`src/sv/quaternion_rotate_vector_assert.svh`:
```
`ifndef QUATERNION_ROTATE_VECTOR_ASSERT_SVH
`define QUATERNION_ROTATE_VECTOR_ASSERT_SVH

// same-cycle implication, clocked on clk_i, off during reset
`define QRV_ASSERT_IMP(lbl, ante, cons, msg) \
  lbl: assert property (@(posedge clk_i) disable iff (!rst_ni) (ante) |-> (cons)) \
    else $error(msg);

// next-cycle implication
`define QRV_ASSERT_NXT(lbl, ante, cons, msg) \
  lbl: assert property (@(posedge clk_i) disable iff (!rst_ni) (ante) |=> (cons)) \
    else $error(msg);

`endif

```
`src/sv/qrv_pkg.sv`:
```
package qrv_pkg;

  localparam int unsigned FRAC_BITS  = 16;
  localparam int unsigned WORD_WIDTH = 32;

  localparam int unsigned ANG_W    = 36;
  localparam int unsigned CORDIC_W = 34;
  localparam int unsigned Q_W      = 64;
  localparam int unsigned NQ_W     = 31;
  localparam int unsigned P_W      = 62;
  localparam int unsigned NUM_W    = 33;
  localparam int unsigned DEN_W    = 32;
  localparam int unsigned QUO_W    = 31;
  localparam int unsigned ENT_W    = 32;

  localparam logic signed [ANG_W-1:0] PI_Q30      = 36'sd3373259426;
  localparam logic signed [ANG_W-1:0] HALF_PI_Q30 = 36'sd1686629713;
  localparam logic signed [ANG_W-1:0] TWO_PI_Q30  = 36'sd6746518852;

  localparam logic signed [CORDIC_W-1:0] CORDIC_ONE = 34'sd1073741824;
  localparam logic [QUO_W-1:0] ENT_ONE = 31'h4000_0000;

  typedef enum logic [1:0] {
    STATUS_OK    = 2'd0,
    STATUS_SAT   = 2'd1,
    STATUS_DEGEN = 2'd2
  } status_e;

  typedef struct packed {
    logic signed [19:0] angle;
    logic signed [31:0] axis_x;
    logic signed [31:0] axis_y;
    logic signed [31:0] axis_z;
    logic signed [31:0] vec_x;
    logic signed [31:0] vec_y;
    logic signed [31:0] vec_z;
  } req_t;

  typedef struct packed {
    logic signed [31:0] rot_x;
    logic signed [31:0] rot_y;
    logic signed [31:0] rot_z;
    status_e            status;
  } rsp_t;

  // atan(2^-i) in Q30
  function automatic logic [29:0] atan_q30(input logic [4:0] idx);
    logic [29:0] v;
    unique case (idx)
      5'd0:  v = 30'd843314857;
      5'd1:  v = 30'd497837829;
      5'd2:  v = 30'd263043837;
      5'd3:  v = 30'd133525159;
      5'd4:  v = 30'd67021687;
      5'd5:  v = 30'd33543516;
      5'd6:  v = 30'd16775851;
      5'd7:  v = 30'd8388437;
      5'd8:  v = 30'd4194283;
      5'd9:  v = 30'd2097149;
      5'd10: v = 30'd1048576;
      5'd11: v = 30'd524288;
      5'd12: v = 30'd262144;
      5'd13: v = 30'd131072;
      5'd14: v = 30'd65536;
      5'd15: v = 30'd32768;
      5'd16: v = 30'd16384;
      5'd17: v = 30'd8192;
      5'd18: v = 30'd4096;
      5'd19: v = 30'd2048;
      5'd20: v = 30'd1024;
      5'd21: v = 30'd512;
      5'd22: v = 30'd256;
      5'd23: v = 30'd128;
      5'd24: v = 30'd64;
      5'd25: v = 30'd32;
      5'd26: v = 30'd16;
      5'd27: v = 30'd8;
      5'd28: v = 30'd4;
      5'd29: v = 30'd2;
      default: v = '0;
    endcase
    return v;
  endfunction

endpackage

```
`src/sv/qrv_cordic.sv`:
```
module qrv_cordic
  import qrv_pkg::*;
#(
  parameter int unsigned STEPS = 16,
  parameter int unsigned TAG_W = 1
) (
  input  logic                       clk_i,
  input  logic                       rst_ni,
  input  logic                       en_i,
  input  logic                       valid_i,
  input  logic signed [CORDIC_W-1:0] h_i,
  input  logic [TAG_W-1:0]           tag_i,
  output logic                       valid_o,
  output logic signed [CORDIC_W-1:0] x_o,
  output logic signed [CORDIC_W-1:0] y_o,
  output logic [TAG_W-1:0]           tag_o
);

  logic [STEPS-1:0]           valid_q;
  logic signed [CORDIC_W-1:0] x_q [STEPS];
  logic signed [CORDIC_W-1:0] y_q [STEPS];
  logic signed [CORDIC_W-1:0] h_q [STEPS];
  logic [TAG_W-1:0]           tag_q [STEPS];

  always_ff @(posedge clk_i or negedge rst_ni) begin
    if (!rst_ni) begin
      valid_q <= '0;
    end else if (en_i) begin
      valid_q <= {valid_q[STEPS-2:0], valid_i};
    end
  end

  for (genvar g = 0; g < STEPS; g++) begin : g_step
    logic signed [CORDIC_W-1:0] x_in, y_in, h_in, dx, dy, at;
    logic [TAG_W-1:0]           t_in;

    if (g == 0) begin : g_first
      assign x_in = CORDIC_ONE;
      assign y_in = '0;
      assign h_in = h_i;
      assign t_in = tag_i;
    end else begin : g_next
      assign x_in = x_q[g-1];
      assign y_in = y_q[g-1];
      assign h_in = h_q[g-1];
      assign t_in = tag_q[g-1];
    end

    assign at = CORDIC_W'(atan_q30(5'(g)));
    assign dx = y_in >>> g;
    assign dy = x_in >>> g;

    always_ff @(posedge clk_i) begin
      if (en_i) begin
        tag_q[g] <= t_in;
        if (!h_in[CORDIC_W-1]) begin
          x_q[g] <= x_in - dx;
          y_q[g] <= y_in + dy;
          h_q[g] <= h_in - at;
        end else begin
          x_q[g] <= x_in + dx;
          y_q[g] <= y_in - dy;
          h_q[g] <= h_in + at;
        end
      end
    end
  end

  assign valid_o = valid_q[STEPS-1];
  assign x_o     = x_q[STEPS-1];
  assign y_o     = y_q[STEPS-1];
  assign tag_o   = tag_q[STEPS-1];

endmodule

```
`config.mk`:
```
export PLATFORM = sky130hd
export DESIGN_NAME = qrv_cordic
export DESIGN_NICKNAME = d
export VERILOG_FILES = /design/src/sv/quaternion_rotate_vector_assert.svh /design/src/sv/qrv_pkg.sv /design/src/sv/qrv_cordic.sv
export SDC_FILE = /design/constraint.sdc
export NUM_CORES = 2
export LEC_CHECK = 0
export BUFFER_PORTS_ARGS = -buffer_cell sky130_fd_sc_hd__buf_2
export CAP_MARGIN = 30
export CORE_MARGIN = 8
export CORE_UTILIZATION = 60
export DETAILED_ROUTE_END_ITERATION = 16
export GPL_ROUTABILITY_DRIVEN = 0
export PLACE_DENSITY = 0.87
export SETUP_SLACK_MARGIN = 0.4
export SYNTH_ARGS = -nofsm -noshare
export SYNTH_HDL_FRONTEND = slang
export SYNTH_SLANG_ARGS = --single-unit
```
`constraint.sdc`:
```
create_clock -name clk_i -period 8.6 [get_ports clk_i]
set_input_delay 0.86 -clock clk_i [delete_from_list [all_inputs] [get_ports clk_i]]
set_output_delay 0.86 -clock clk_i [all_outputs]
set_load 0.01 [all_outputs]
```
Yosys cells after proc, flatten, opt, wreduce, memory -nomap -nowiden
Memories as Yosys holds them, arrays and structs flattened. Cells that the tools add are included.

$add $sub $neg: 92. $mul: 0. Divide/modulo/power cells: 0. $lt $le $gt $ge: 0. Equal/unequal tests: 0. Shift-type cells: 0. Multiplexer cells: 146. Bitwise logic cells: 48. Reduce and logical (&&, ||, !) cells: 0.

Operator list (number): $mux 34 (48); $mux 1 (98); $add 34x19->34 (2); $add 34x20->34 (2); $add 34x21->34 (2); $add 34x22->34 (2); $add 34x22->34 const B (2); $add 34x23->34 (2); $add 34x24->34 (2); $add 34x25->34 (2); $add 34x26->34 (2); $add 34x27->34 (2); $add 34x28->34 (2); $add 34x29->34 (2); $add 34x30->34 (2); $add 34x31->34 (2); $add 34x32->34 (2); $add 34x33->34 (2); $sub 34x19->34 (2); $sub 34x20->34 (2); $sub 34x21->34 (2); $sub 34x22->34 (2); $sub 34x22->34 const B (2); $sub 34x23->34 (2); other kinds (39) (96).

Register bits: 16. Bits in latches: 0. Memory bits (writable): 1648. ROM bits: 0. Memories kept: 4.

Memories: h_q (depth 16, width 34, read ports 15, clocked after memory_dff 0, wr ports 16, line qrv_cordic.sv:22) `logic signed [CORDIC_W-1:0] h_q [STEPS];`; x_q (depth 16, width 34, read ports 16, clocked after memory_dff 0, wr ports 16, line qrv_cordic.sv:20) `logic signed [CORDIC_W-1:0] x_q [STEPS];`; y_q (depth 16, width 34, read ports 16, clocked after memory_dff 0, wr ports 16, line qrv_cordic.sv:21) `logic signed [CORDIC_W-1:0] y_q [STEPS];`; tag_q (depth 16, width 1, read ports 16, clocked after memory_dff 0, wr ports 16, line qrv_cordic.sv:23) `logic [TAG_W-1:0] tag_q [STEPS];`.

Longest topological paths before layout
An unclocked memory read counts as a cell.

Word-level depth: 5. Mapped depth: 22. Gate-level depth less buffers: 21.

Worst setup path before layout
Ideal clock, no wire load.

Path kind: input -> register. From: input port en_i. To: memory h_q[4][32] (netlist: h_q[0][168]) (data pin). Arrival time: 5347 ps. Data required time: 8340 ps. Setup slack: 2993 ps. Cell stages on the path: 17. Path through: buf_2 > nand2_1 > clkbuf_1 > buf_1 > inv_1 > ha_1 > nor2b_1 > o21a_1 > o21ai_1 > a21oi_1 > a221o_1 > a31oi_1 > o21ai_0 > a211oi_1 > o21bai_1 > a21boi_0 > xnor2_1.

RTL lines: from (decl) (line qrv_cordic.sv:9) `input logic en_i,`; to (decl) (line qrv_cordic.sv:22).

==> run summary <==
==============================================================================
Max-slew violation count                                                     0
Per-instance average area after synthesis                           9.99 sq um
Part of the Yosys area used for sequential elements                      37.8%
Vert. Die Dim                                                      411 microns
Yosys cell types                                                            92
TritonCTS clock tree                                                      done
Max-cap violation count                                                      0
Num CTS Buffers                                                            132
First-iteration detailed-routing DRC count                                7456
Arrival time reported for the critical path endpoint                   6.35 ns
Worst hold path class                                             primary input to flip-flop
Antenna-violating nets left                                                  0
Synth warn                                                                   0
Min-delay src                                                            tag_i
Clock-pin slew on the worst setup and hold paths                       0.06 ns
Setup slack, reg-to-reg                                                2.77 ns
Post-CTS setup buffers                                                       0
Hold-fix buffers at CTS                                                      1
Final period util                                                        67.8%
Cell breakdown of the critical path                               nor3_1 > nand3b_1 > or2_2 > nor4b_1 > nand2_1 > or4_1 > o41ai_1 > xor2_1 > ha_1 > and2_1 > a221o_1 > a2111oi_0 > o31ai_1 > nand2_1 > nand2b_1 > a21oi_1 > xnor2_1
Core Area                                                          0.155 sq mm
Hold Vio Cnt, Final                                                          0
Final Skew                                                           0.0480 ns
Post-synthesis instance area                                      0.0935 sq mm
Number of cells on the worst hold path                                       1
Count of buffers from port buffering                                       108
Global-route layer with the greatest usage                                met2
Area share of the largest cell type after synthesis                      37.4%
Type of origin of the critical path                                  flip-flop
Mapped Nets                                                              10500
WL final                                                          229000 microns
Depth of the worst register-to-register path                                17
DRC violation count after routing                                            0
Maximum achievable frequency                                           171 MHz
Slowest stage cell on the critical path                           sky130_fd_sc_hd__a2111oi_0
Average via count per standard cell                                       6.40
Total Negative Setup Slacks                                               0 ns
Top cell type by total area after synthesis                       sky130_fd_sc_hd__edfxtp_1
Placed instance count                                                    11400
Global-route met2 utilization                                            47.7%
H-tree depth                                                                 4
Beginning of the critical path                                     x_q[0][249]
Final setup fails                                                            0
Overall die area                                                   0.169 sq mm
Largest stage delay on the critical path                               0.75 ns
Post-layout net count                                                    10600
Run status                                                           completed
Met1 layer usage reported by global route                                27.8%
Die W                                                              411 microns
Most used cell along the critical path                            sky130_fd_sc_hd__nand2_1
Number of flip-flops and latches in the synthesized netlist               1180
Worst reg2reg path endpoint                                         y_q[1][29]
Non-filler cells, final                                                  11600
Number of clock sinks                                                     1180
Sum of overflow across all layers after global routing                       0
Maximum number of pins on one net before global-route repair                88
Cell count after synthesis                                                9357
Total of cells resized after clock tree synthesis                            0
Average routed wire per standard cell                             19.7 microns
Final core occ                                                           64.7%
Crit path capture type                                               flip-flop
CTS Root Cell                                                     sky130_fd_sc_hd__clkbuf_16
R2R Path Start                                                     x_q[0][249]
Later-pin clock latency in the skew report                             0.79 ns
Number of rows in the core area                                            145
Final-layout fill cell count                                             11100
Met3 usage                                                               3.64%
GRT Resource Usage Total                                                 25.9%
Area growth from synthesis to layout                                     7.63%
Antenna cells                                                                0
Crit path time final                                                   5.83 ns
Slew @ Worst Pin                                                       1.05 ns
Critical path data required time                                       9.12 ns
CP Class                                                          flip-flop to flip-flop
Hold Crit Endpoint                                                 tag_q[0][0]
Number of enable-type register cells in the synthesized netlist           1164
Maximum fanout count along the critical path                                 5
Boundary pin count                                                         109
Clk buf depth                                                                3
Top FF cell, synth                                                sky130_fd_sc_hd__edfxtp_1
Largest cells by area after synthesis                             sky130_fd_sc_hd__edfxtp_1 37%, sky130_fd_sc_hd__ha_1 14%, sky130_fd_sc_hd__xnor2_1 8.6%
Fraction of registers with async set/reset                               1.36%
Effective utilization at floorplan                                       60.1%
Share of post-route cells with drive strength above 1                    4.98%
Global-route wire length before repair                            367000 microns
Total number of vias                                                     74500
Number of global-route vias before repair                                74000
RSZ-0062 raised after global routing                                     false
Post-DP HPWL                                                      173000 microns
Antenna violations before repair                                             0
Slew headroom                                                            28.4%
Drt pass-1 iters                                                             7
==============================================================================
==> registers in the layout, indices dropped and copies added (netlist names) <==
| register | cells |
|---|---|
| x_q | 374 |
| y_q | 377 |
| valid_q | 16 |
| h_q | 397 |
| tag_q | 16 |
==> cell usage after synthesis (161+ instances only) <==
| cell | number |
|---|---|
| sky130_fd_sc_hd__edfxtp_1 | 1164 |
| sky130_fd_sc_hd__ha_1 | 1065 |
| sky130_fd_sc_hd__a21oi_1 | 989 |
| sky130_fd_sc_hd__xnor2_1 | 919 |
| sky130_fd_sc_hd__nor2_1 | 610 |
| sky130_fd_sc_hd__a21o_1 | 498 |
| sky130_fd_sc_hd__xor2_1 | 487 |
| sky130_fd_sc_hd__nand2_1 | 485 |
| sky130_fd_sc_hd__o21ai_0 | 467 |
| sky130_fd_sc_hd__inv_1 | 409 |
| sky130_fd_sc_hd__nor3_1 | 171 |
| sky130_fd_sc_hd__nand2b_1 | 161 |
==> stage by stage <==
step / worst slack (ns) / area, sq um / hold WS [ns]
floorplan: 2.99 / 93500 / 0.400
global placement: 2.44 / 96300 / 0.402
detailed placement: 2.29 / 96300 / 0.405
CTS: 2.87 / 100000 / 0.221
global route: 2.29 / 101000 / 0.235
finish: 2.77 / 101000 / 0.262
==> routing by layer <==
| metal | vias up | part of all wire (%) | routed length (microns) |
|---|---|---|---|
| met4 | 0 | 7.3 | 16600 |
| met3 | 1037 | 5.9 | 13600 |
| met2 | 3351 | 50 | 115000 |
| li1 | 35000 | - | - |
| met5 | - | 0 | 0 |
| met1 | 35200 | 37 | 84000 |
==> kinds of logic (layout without fill, tap and decap cells) <==
group,after synthesis,count (layout),synth area share [%]
AOI/OAI and AO/OA,2823,2823,19.1
and+or+nand+nor,2175,2175,11.4
xor gates and xnor gates,1407,1407,13.2
DFF,1180,1180,37.8
adders and majority gates,1104,1104,15.1
buffers and inverters,582,808,2.34
muxes,86,86,0.979
==> cell usage in the layout, fill, tap and decap left out, types with 39 or more instances in the layout <==
master / n
sky130_fd_sc_hd__o21ai_0: 467
sky130_fd_sc_hd__or3_1: 56
sky130_fd_sc_hd__ha_1: 1065
sky130_fd_sc_hd__xnor2_1: 919
sky130_fd_sc_hd__o31ai_1: 78
sky130_fd_sc_hd__edfxtp_1: 1164
sky130_fd_sc_hd__inv_1: 408
sky130_fd_sc_hd__clkbuf_16: 134
sky130_fd_sc_hd__mux2_2: 43
sky130_fd_sc_hd__nor2b_1: 147
sky130_fd_sc_hd__mux2i_1: 43
sky130_fd_sc_hd__nand3_1: 159
sky130_fd_sc_hd__fa_1: 39
sky130_fd_sc_hd__nor3_1: 171
sky130_fd_sc_hd__a31oi_1: 98
sky130_fd_sc_hd__nand2b_1: 161
sky130_fd_sc_hd__buf_4: 46
sky130_fd_sc_hd__nor2_1: 610
sky130_fd_sc_hd__and2_1: 48
sky130_fd_sc_hd__a211oi_1: 47
sky130_fd_sc_hd__xor2_1: 487
sky130_fd_sc_hd__o21bai_1: 152
sky130_fd_sc_hd__nand4_1: 79
sky130_fd_sc_hd__and3_1: 73
sky130_fd_sc_hd__nand2_1: 484
sky130_fd_sc_hd__a21oi_1: 989
sky130_fd_sc_hd__buf_2: 107
sky130_fd_sc_hd__a21o_1: 498
sky130_fd_sc_hd__o21a_1: 122
==> worst max-delay path: cells and delay by family, from the launching register on <==
kind	cells	cell delay (ns)
AND/OR/NAND/NOR	9	2.52
adder cells (fa/ha/maj)	1	0.38
flip-flops	1	0.51
AO/OA/AOI/OAI	5	1.94
XOR/XNOR	2	0.22
==> area by class of cell <==
type                    instances  area (sq um)  share of cell area (%)
multi-input cells            7595         55900                    55.6
clock buffers                 161          3480                    3.46
repair buffers                159          1010                    1.00
well taps                    2058          2570                    2.56
inverters                     412          1550                    1.54
flip-flops and latches       1180         35400                    35.2
clock inverters                76           699                   0.695
==> worst max path at each step <==
stage                  end  slack, ns  cells after the start
2_1_floorplan  h_q[0][168]       2.99                     17
3_3_place_gp   y_q[1][269]       2.44                     17
3_5_place_dp   y_q[1][269]       2.29                     16
4_1_cts         y_q[1][29]       2.87                     18
5_1_grt         y_q[1][29]       2.29                     18
6_report        y_q[1][29]       2.77                     17
Power is not shown: default switching activity piles up to over one toggle a cycle in this logic, so the estimate is an artifact.
